**src/hw/rtl/pdrc_pkg.sv**
```systemverilog
// Package for the pickup/delivery route checker.
// Holds the action codes, the cell operation type, the token control struct and sizes.
// No dependencies.
package pdrc_pkg;

    localparam int DEF_MAX_DELIVERIES = 64;
    localparam int DEF_NODE_BITS      = 24;

    localparam int ACTION_W = 2;
    localparam int COUNT_W  = 7;
    localparam logic [COUNT_W-1:0] COUNT_MAX = 7'd127;

    localparam logic [ACTION_W-1:0] ACT_CLEAR = 2'd0;
    localparam logic [ACTION_W-1:0] ACT_LOAD  = 2'd1;
    localparam logic [ACTION_W-1:0] ACT_VISIT = 2'd2;

    typedef enum logic [1:0] {
        OP_NONE  = 2'd0,
        OP_CLEAR = 2'd1,
        OP_LOAD  = 2'd2,
        OP_VISIT = 2'd3
    } pdrc_op_t;

    // Control part of an item as it travels down the cell chain.
    typedef struct packed {
        logic     valid;
        pdrc_op_t op;
        logic     last;
        logic     ovf;
    } pdrc_ctrl_t;

endpackage

```
**src/hw/rtl/pdrc_cell.sv**
```systemverilog
// One cell of the route checker chain: holds one delivery entry and its marks,
// applies the passing item to it and hands the item to the next cell.
// Depends on pdrc_pkg.
module pdrc_cell #(
    parameter int NODE_BITS = pdrc_pkg::DEF_NODE_BITS
) (
    input  logic                         aclk,
    input  logic                         aresetn,
    input  logic                         advance,
    input  pdrc_pkg::pdrc_ctrl_t         ctrl_in,
    input  logic [NODE_BITS-1:0]         key_a_in,
    input  logic [NODE_BITS-1:0]         key_b_in,
    input  logic [pdrc_pkg::COUNT_W-1:0] count_in,
    output pdrc_pkg::pdrc_ctrl_t         ctrl_out,
    output logic [NODE_BITS-1:0]         key_a_out,
    output logic [NODE_BITS-1:0]         key_b_out,
    output logic [pdrc_pkg::COUNT_W-1:0] count_out
);

    logic                         used_reg, used_next;
    logic                         picked_reg, picked_next;
    logic                         dropped_reg, dropped_next;
    logic [NODE_BITS-1:0]         pick_id_reg, drop_id_reg;
    logic                         id_wr;
    pdrc_pkg::pdrc_ctrl_t         ctrl_reg, ctrl_next;
    logic [NODE_BITS-1:0]         key_a_reg, key_b_reg;
    logic [pdrc_pkg::COUNT_W-1:0] count_reg, count_next;

    logic p_mark, d_mark;

    // Pickup first, then dropoff, so one visit can do both.
    assign p_mark = picked_reg | (pick_id_reg == key_a_in);
    assign d_mark = dropped_reg | (p_mark & (drop_id_reg == key_a_in));

    always_comb begin
        used_next    = used_reg;
        picked_next  = picked_reg;
        dropped_next = dropped_reg;
        id_wr        = 1'b0;
        ctrl_next    = ctrl_in;
        count_next   = count_in;
        if (ctrl_in.valid) begin
            case (ctrl_in.op)
                pdrc_pkg::OP_CLEAR: begin
                    used_next    = 1'b0;
                    picked_next  = 1'b0;
                    dropped_next = 1'b0;
                end
                pdrc_pkg::OP_LOAD: begin
                    // First free cell takes the entry; later cells see nothing.
                    if (!used_reg) begin
                        used_next      = 1'b1;
                        picked_next    = 1'b0;
                        dropped_next   = 1'b0;
                        id_wr          = 1'b1;
                        ctrl_next.op   = pdrc_pkg::OP_NONE;
                    end
                end
                pdrc_pkg::OP_VISIT: begin
                    if (used_reg) begin
                        if (ctrl_in.last) begin
                            if (!d_mark && count_in != pdrc_pkg::COUNT_MAX) begin
                                count_next = count_in + pdrc_pkg::COUNT_W'(1);
                            end
                            picked_next  = 1'b0;
                            dropped_next = 1'b0;
                        end else begin
                            picked_next  = p_mark;
                            dropped_next = d_mark;
                        end
                    end
                end
                default: begin
                end
            endcase
        end
    end

    always_ff @(posedge aclk) begin
        if (!aresetn) begin
            used_reg    <= 1'b0;
            picked_reg  <= 1'b0;
            dropped_reg <= 1'b0;
            ctrl_reg    <= '0;
        end else if (advance) begin
            used_reg    <= used_next;
            picked_reg  <= picked_next;
            dropped_reg <= dropped_next;
            ctrl_reg    <= ctrl_next;
        end
    end

    always_ff @(posedge aclk) begin
        if (advance) begin
            key_a_reg <= key_a_in;
            key_b_reg <= key_b_in;
            count_reg <= count_next;
            if (id_wr) begin
                pick_id_reg <= key_a_in;
                drop_id_reg <= key_b_in;
            end
        end
    end

    assign ctrl_out  = ctrl_reg;
    assign key_a_out = key_a_reg;
    assign key_b_out = key_b_reg;
    assign count_out = count_reg;

endmodule

```
**config.mk**
```make
export PLATFORM = sky130hd
export DESIGN_NAME = pdrc_cell
export DESIGN_NICKNAME = d
export VERILOG_FILES = /design/src/hw/rtl/pdrc_pkg.sv /design/src/hw/rtl/pdrc_cell.sv
export SDC_FILE = /design/constraint.sdc
export NUM_CORES = 1
export LEC_CHECK = 0
export ABC_AREA = 1
export BUFFER_PORTS_ARGS = -buffer_cell sky130_fd_sc_hd__buf_2
export CORE_UTILIZATION = 35
export CTS_CLUSTER_DIAMETER = 40
export DETAILED_ROUTE_END_ITERATION = 6
export PLACE_DENSITY_LB_ADDON = 0.08
export SLEW_MARGIN = 20
export SYNTH_ARGS = -nofsm -noshare
export SYNTH_HDL_FRONTEND = slang
export SYNTH_SLANG_ARGS = --single-unit
export TNS_END_PERCENT = 30
```
**constraint.sdc**
```tcl
create_clock -name aclk -period 3.84 [get_ports aclk]
set_input_delay 0.192 -clock aclk [delete_from_list [all_inputs] [get_ports aclk]]
set_output_delay 0.192 -clock aclk [all_outputs]
set_load 0.01 [all_outputs]
```
==> summary.md, run 1 <==
| Metric | Value |
|---|---|
| Status | complete, no violations |
| Post-route antenna net violation count | 0 |
| Die Width | 115.9 um |
| Power share of the combinational group | 8.2% |
| Library cell contributing the largest single delay on the critical path | edfxtp_1 |
| Multi-input logic area | 1077 um2 |
| Wire length of the first global-routing pass | 12.21 mm |
| Met1 usage | 15.78% |
| Gpl congestion | 0.7465 |
| Part of the power in the clock network | 36.7% |
| Crit path max-delay family | simple AND/OR/NAND/NOR gates |
| Global routing met2 resource utilization | 18.89% |
| CTS tree | yes |
| I/O pin total | 123 |
| Pins Over Slew Limit | 0 |
| Minimum setup slack in the final design | 2.167 ns |
| Vias | 2890 |
| Startpoint Class | register |
| Critical path buffers and inverters | 0 |
| Proportion of synthesized flip-flops having asynchronous set or reset | 0% |
| Share of the synthesized area in the top cell type | 68.10% |
| Hold_buf cts | 0 |
| Most frequently used flop master after synthesis | edfxtp_1 |
| Number of maximum-capacitance constraint violations | 0 |
| Level count of the clock H-tree | 3 |
| Number of instances in the synthesized netlist | 381 |
| Sequential-to-total area share from yosys stat | 71.63% |
| First-pass detailed-route iteration total | 4 |
| Total number of yosys warnings | 0 |
| Floorplan row count | 41 |
| Final-report hold violation count | 0 |
| Internal power | 0.001975 W |
| Skew-Pair Late Insertion Delay | 0.35 ns |
| Cell Count Post-Placement | 676 |
| Number of buffer cells added on primary ports | 122 |
| Mapped Avg Cell Area | 11.92 um2 |
| Clock root buffer | clkbuf_16 |
| Power Dens Cells | 447.6 nW/um2 |
| Combined area of all synthesized cells | 4542 um2 |
| Dominant cell type by area after synthesis | edfxtp_1 |
| Placeable core region | 12620 um2 |
| Initial antenna violation count | 0 |
| Most crowded layer after global routing | met2 |
| Placed wire-length estimate | 5.746 mm |
| DRC violations left | 0 |
| Area Overhead vs Synth | 25.10% |
| Post-layout instance count excluding filler cells | 692 |
| Critical Path Stages | 12 |
| Final-report setup violation count | 0 |
| Die Footprint | 13440 um2 |
| Fill cell instance count of the final layout | 1224 |
| Top cells by area in the synthesized netlist | edfxtp_1, nand2_1, inv_1 |
| Cell chain of the critical path | nand2_1 > nand2_1 > nor2_1 > nand2_1 > nor2_1 > nand3_2 > nand2_2 > nand2_1 > nand4_2 > nor2_1 > nor2_2 > nor2_1 |
| Worst-case clock buffer depth | 2 |
| Relative slew slack | 47.29% |
| Total global-route track usage | 12.49% |
| FMAX | 597.8 MHz |
| Total number of nets in the final design | 582 |
| Resized Gates After CTS | 0 |
| Share of final-layout standard cells stronger than drive strength 1 | 31.73% |
| Flip-flop and latch count after synthesis | 111 |
| Post-synthesis net count | 448 |
| Number of enable-type register cells in the synthesized netlist | 103 |
| CTS buffer count | 9 |
| Fraction of the mapped netlist area in adder cells | 1.102% |
| Placed Instance Area | 5385 um2 |
| Largest fanout on the critical path | 3 |
| Switch share | 22.32% |
| Y dimension of the die | 115.9 um |
| R2R cell count | 12 |
| Total power of the final layout | 0.002543 W |
| Synth Area in XOR/XNOR | 4.242% |
| Initial Util | 35.99% |
| Category of the most critical setup path | reg2reg |
| Antenna Cells | 0 |
| Post-synth cell types | 27 |
| Detailed router's first-iteration violation count | 146 |
| Final clock period utilization by the worst path | 43.56% |
| HP Class | in2reg |
| Routed wirelength normalized by instance count | 11.76 um |
| Final total negative setup slack | 0 ns |
| Proportion of power drawn by flip-flops and latches | 55.1% |
| Total length of routed wires | 8.139 mm |
| Crit path largest cell delay | 0.40 ns |
| Met3 Track Usage GR | 4.289% |
| Total congestion overflow after global routing | 0 |
| Total number of clock tree sinks | 111 |
| Static leakage | 2.450 nW |
| Largest net degree at the start of global routing | 64 |
| Storage element area | 3253 um2 |
| VDD IR-drop max | 0.2653 mV |
| Area share of and/or/nand/nor cells after synthesis | 16.03% |
| Hold Path Stages | 1 |
| Clock-pin transition on the worst setup and hold timing paths | 0.07 ns |
| Via count of the first global-routing pass | 2566 |
| Pre-CTS worst setup slack | 2.003 ns |
| Pin slew with the least headroom to its limit | 0.7907 ns |
| Postcts setup bufs | 0 |
| Complex-gate fraction of the synthesized area | 2.176% |
| Arrival @ worst endpoint | 1.77 ns |
| Proportion of synthesized area in mux cells | 0% |
| Post-layout minimum cycle time | 1.673 ns |
| Setup repair after global routing missed its margin | false |
| Largest family of logic cells by synthesized area | simple AND/OR/NAND/NOR gates |
| Cell area after layout | 5682 um2 |
| Final worst clock skew | 0.007963 ns |
| Crit path required time | 3.94 ns |
| Switching component of the power | 0.0005677 W |
| Worst Setup End Kind | register |
| Vias per inst | 4.176 |
[power groups by stage]
stage / Clock, W / Combinational (W) / Sequential, W
after floorplan: 0 / 0.0000603 / 0.00146
after global placement: 0 / 0.000212 / 0.00143
after detailed placement: 0 / 0.000214 / 0.00143
after CTS: 0.000969 / 0.000214 / 0.00140
after global routing: 0.000998 / 0.000237 / 0.00141
final: 0.000933 / 0.000209 / 0.00140
[synth_stat cells (3+ instances only)]
master,number
edfxtp_1,103
nand2_1,99
inv_1,51
nor2_1,43
xor2_1,16
dfxtp_1,8
nand2_2,7
inv_2,6
nor3_1,6
o21ai_0,6
xnor2_1,6
nor2_2,5
ha_1,4
a21oi_1,3
nand3_1,3
[metrics by stage]
step | utilization [%] | hold WS [ns]
final | 45.02 | 0.02462
after global routing | 45.02 | 0.01101
after CTS | 45.02 | 0.009919
after detailed placement | 42.67 | 0.3842
after global placement | 42.67 | 0.3845
after floorplan | - | 0.2909
[layout make-up]
type	count	share of cell area, %
well taps	172	3.788
repair buffers	124	11.01
flip-flops and latches	111	57.26
clock inverters	7	1.255
inverters	57	3.766
clock buffers	9	3.964
multi-input cells	212	18.96
[routing by layer]
| layer | part of all wire, % | up-vias |
|---|---|---|
| met5 | 0 | - |
| met4 | 2.0 | 0 |
| met3 | 6.0 | 10 |
| met2 | 45 | 74 |
| met1 | 47 | 1298 |
| li1 | - | 1508 |
[cell families (layout without fill, tap and decap cells)]
logic type	Yosys count	after routing
AO/OA/AOI/OAI	15	15
XOR/XNOR	22	22
AND/OR/NAND/NOR	171	171
buffers and inverters	58	197
adder cells (fa/ha/maj)	4	4
flip-flops	111	111
[placed cells by master, fill, tap and decap left out, types with 7 or more instances in the layout]
cell / count
xor2_1: 16
clkbuf_16: 9
buf_2: 122
dfxtp_1: 8
edfxtp_1: 103
inv_1: 51
nand2_2: 7
nand2_1: 99
nor2_1: 42
[final timing paths]
path	start	to	slack (ns)
setup / recovery	pick_id_reg[8]	count_out[5]	2.17
hold / removal	key_b_in[17]	drop_id_reg[17]	0.02
setup reg to reg	pick_id_reg[8]	count_out[5]	2.17
hold reg to reg	ctrl_out[4]	ctrl_out[4]	0.47
No activity file was read; power rests on OpenSTA's default activity.
==> run 2, diff against run 1 <==
clock period = 1.5 ns   (was 3.84 ns; I/O delays follow)
==> run 2 against run 1 <==
Effect of this change: the flow now finishes with violations (setup timing); sequential share of layout area down 5.2 points; sequential power rose to 2.6 times the previous value; clock skew about the same; via count up 9.4%; critical path depth unchanged; critical endpoint unchanged; largest power group unchanged.
==> summary.md, run 2 (same netlist as run 1, synthesis figures left out) <==
| Metric | Value |
|---|---|
| Most frequent standard cell in the layout excluding fill and tap cells | buf_2 (unchanged) |
| HP Class | in2reg (unchanged) |
| Switch share | 22.38% (was 22.32%) |
| Initial antenna violation count | 0 (unchanged) |
| Clock root buffer | clkbuf_16 (unchanged) |
| Gpl congestion | 0.7011 (was 0.7465) |
| Part of the power in the clock network | 33.5% (was 36.7%) |
| Reg-to-Reg Start | pick_id_reg[16] (was pick_id_reg[8]) |
| Total number of clock tree sinks | 111 (unchanged) |
| Static leakage | 2.681 nW (was 2.450 nW) |
| Area Overhead vs Synth | 37.58% (was 25.10%) |
| First-pass detailed-route iteration total | 4 (unchanged) |
| Die Width | 115.9 um (unchanged) |
| Initial Util | 35.99% (unchanged) |
| Worst Setup End Kind | register (unchanged) |
| Startpoint Class | register (unchanged) |
| Proportion of power drawn by flip-flops and latches | 56.1% (was 55.1%) |
| Final clock period utilization by the worst path | 109.4% (was 43.56%) |
| Clock-pin transition on the worst setup and hold timing paths | 0.07 ns (about the same) |
| Startpoint of the worst setup timing path | pick_id_reg[16] (was pick_id_reg[8]) |
| VDD IR-drop max | 0.6742 mV (was 0.2653 mV) |
| Placeable core region | 12620 um2 (unchanged) |
| I/O pin total | 123 (unchanged) |
| Die Footprint | 13440 um2 (unchanged) |
| Skew-Pair Late Insertion Delay | 0.35 ns (about the same) |
| Post-route antenna net violation count | 0 (unchanged) |
| Power Dens Cells | 1025 nW/um2 (was 447.6 nW/um2) |
| Pins Over Slew Limit | 0 (unchanged) |
| Post-layout minimum cycle time | 1.641 ns (was 1.673 ns) |
| Total length of routed wires | 9.276 mm (was 8.139 mm) |
| Wire length of the first global-routing pass | 14.35 mm (was 12.21 mm) |
| Minimum setup slack in the final design | -0.1412 ns (was 2.167 ns) |
| Switching component of the power | 0.001433 W (was 0.0005677 W) |
| Y dimension of the die | 115.9 um (unchanged) |
| Crit path required time | 1.61 ns (was 3.94 ns) |
| Violations in the final reports | setup timing |
| Vias | 3161 (was 2890) |
| Total congestion overflow after global routing | 0 (unchanged) |
| DRC violations left | 0 (unchanged) |
| Floorplan row count | 41 (unchanged) |
| Final-report setup violation count | 7 (was 0) |
| Pre-CTS worst setup slack | -0.2391 ns (was 2.003 ns) |
| Level count of the clock H-tree | 3 (unchanged) |
| CTS buffer count | 9 (unchanged) |
| Antenna Cells | 0 (unchanged) |
| Number of maximum-capacitance constraint violations | 0 (unchanged) |
| CTS tree | yes (unchanged) |
| Final worst clock skew | 0.008370 ns (was 0.007963 ns) |
| Worst-case clock buffer depth | 2 (unchanged) |
| Final total negative setup slack | -0.7108 ns (was 0 ns) |
| Commonest cells after routing, fill and taps aside | buf_2, edfxtp_1, nand2_1 (unchanged) |
| Setup repair after global routing missed its margin | true (was false) |
| Final-report hold violation count | 0 (unchanged) |
| Vias per inst | 4.232 (was 4.176) |
| Relative slew slack | 77.50% (was 47.29%) |
| Pin slew with the least headroom to its limit | 0.3376 ns (was 0.7907 ns) |
| Largest net degree at the start of global routing | 64 (unchanged) |
| Total global-route track usage | 14.73% (was 12.49%) |
| Category of the most critical setup path | reg2reg (unchanged) |
| Placed wire-length estimate | 6.072 mm (was 5.746 mm) |
| Routed wirelength normalized by instance count | 12.42 um (was 11.76 um) |
| Share of final-layout standard cells stronger than drive strength 1 | 31.48% (was 31.73%) |
| Number of buffer cells added on primary ports | 122 (unchanged) |
| FMAX | 609.3 MHz (was 597.8 MHz) |
| Total number of nets in the final design | 637 (was 582) |
| Worst Min Path Start | key_a_in[19] (was key_b_in[17]) |
| Total power of the final layout | 0.006403 W (was 0.002543 W) |
| Arrival @ worst endpoint | 1.75 ns (was 1.77 ns) |
| Via count of the first global-routing pass | 2924 (was 2566) |
| Status | complete, but fails checks (was complete, no violations) |
| Detailed router's first-iteration violation count | 140 (was 146) |
| Internal power | 0.004970 W (was 0.001975 W) |
| Largest fanout on the critical path | 3 (unchanged) |
| Power share of the combinational group | 10.4% (was 8.2%) |
## run 2: stage by stage
step	area, um2	std cells	utilization, %	hold WS, ns
final	6248	747	49.51	0.01045
after global routing	6248	747	49.51	0.004897
after CTS	6218	746	49.28	0.003527
after detailed placement	5451	681	43.20	0.2664
after global placement	5451	681	43.20	0.2676
after floorplan	4553	381	-	0.1739
## run 2: path summary, 6_finish.rpt
kind,slack (ns),cells past startpoint,to
max,-0.14,12,count_out[5]
min,0.01,1,pick_id_reg[19]
max reg2reg,-0.14,12,count_out[5]
min reg2reg,0.47,2,ctrl_out[4]
## run 2: what timing repair did
item | 4_1_cts | 5_1_grt
setup endpoints to repair | 8 | 9
endpoints found under the hold margin | 93 | 0
pin swaps | 5 | 8
buffers inserted | 0 | 1
hold buffers | 49 | 0
resized for setup | 5 | 7
## run 2: critical path, stage by stage, from the launching register on
cell and delay (ns):
edfxtp_1 0.38, nor2_1 0.11, nor2_1 0.05, nor2_1 0.14
nand2_1 0.11, nor2_2 0.10, nand3_2 0.09, nand2_2 0.09
nand2_1 0.07, nand4_2 0.09, nor2_1 0.06, nor2_2 0.07
nor2_1 0.04
## run 2: layout make-up
class / instances / area (um2)
fill: 1175 / 6371
sequential: 111 / 3254
timing repair buffer: 179 / 1186
multi-input combinational: 212 / 1121
clock buffer: 11 / 232.7
tap: 172 / 215.2
inverter: 57 / 214.0
clock inverter: 5 / 25.02
## run 2: layer usage
| layer | vias up | global-route usage, % | wire length [um] |
|---|---|---|---|
| met5 | - | 0 | 0 |
| met4 | 0 | 7.436 | 193 |
| met3 | 13 | 3.556 | 486 |
| met2 | 80 | 22.78 | 4415 |
| met1 | 1446 | 19.35 | 4181 |
| li1 | 1622 | - | - |
## run 2: power by group through the flow
stage	sequential [W]	clock, W	combinational (W)
6_report	0.00359	0.00215	0.000667
5_1_grt	0.00361	0.00235	0.000744
4_1_cts	0.00359	0.00223	0.000674
3_5_place_dp	0.00366	0	0.000564
3_3_place_gp	0.00366	0	0.000558
2_1_floorplan	0.00373	0	0.000157
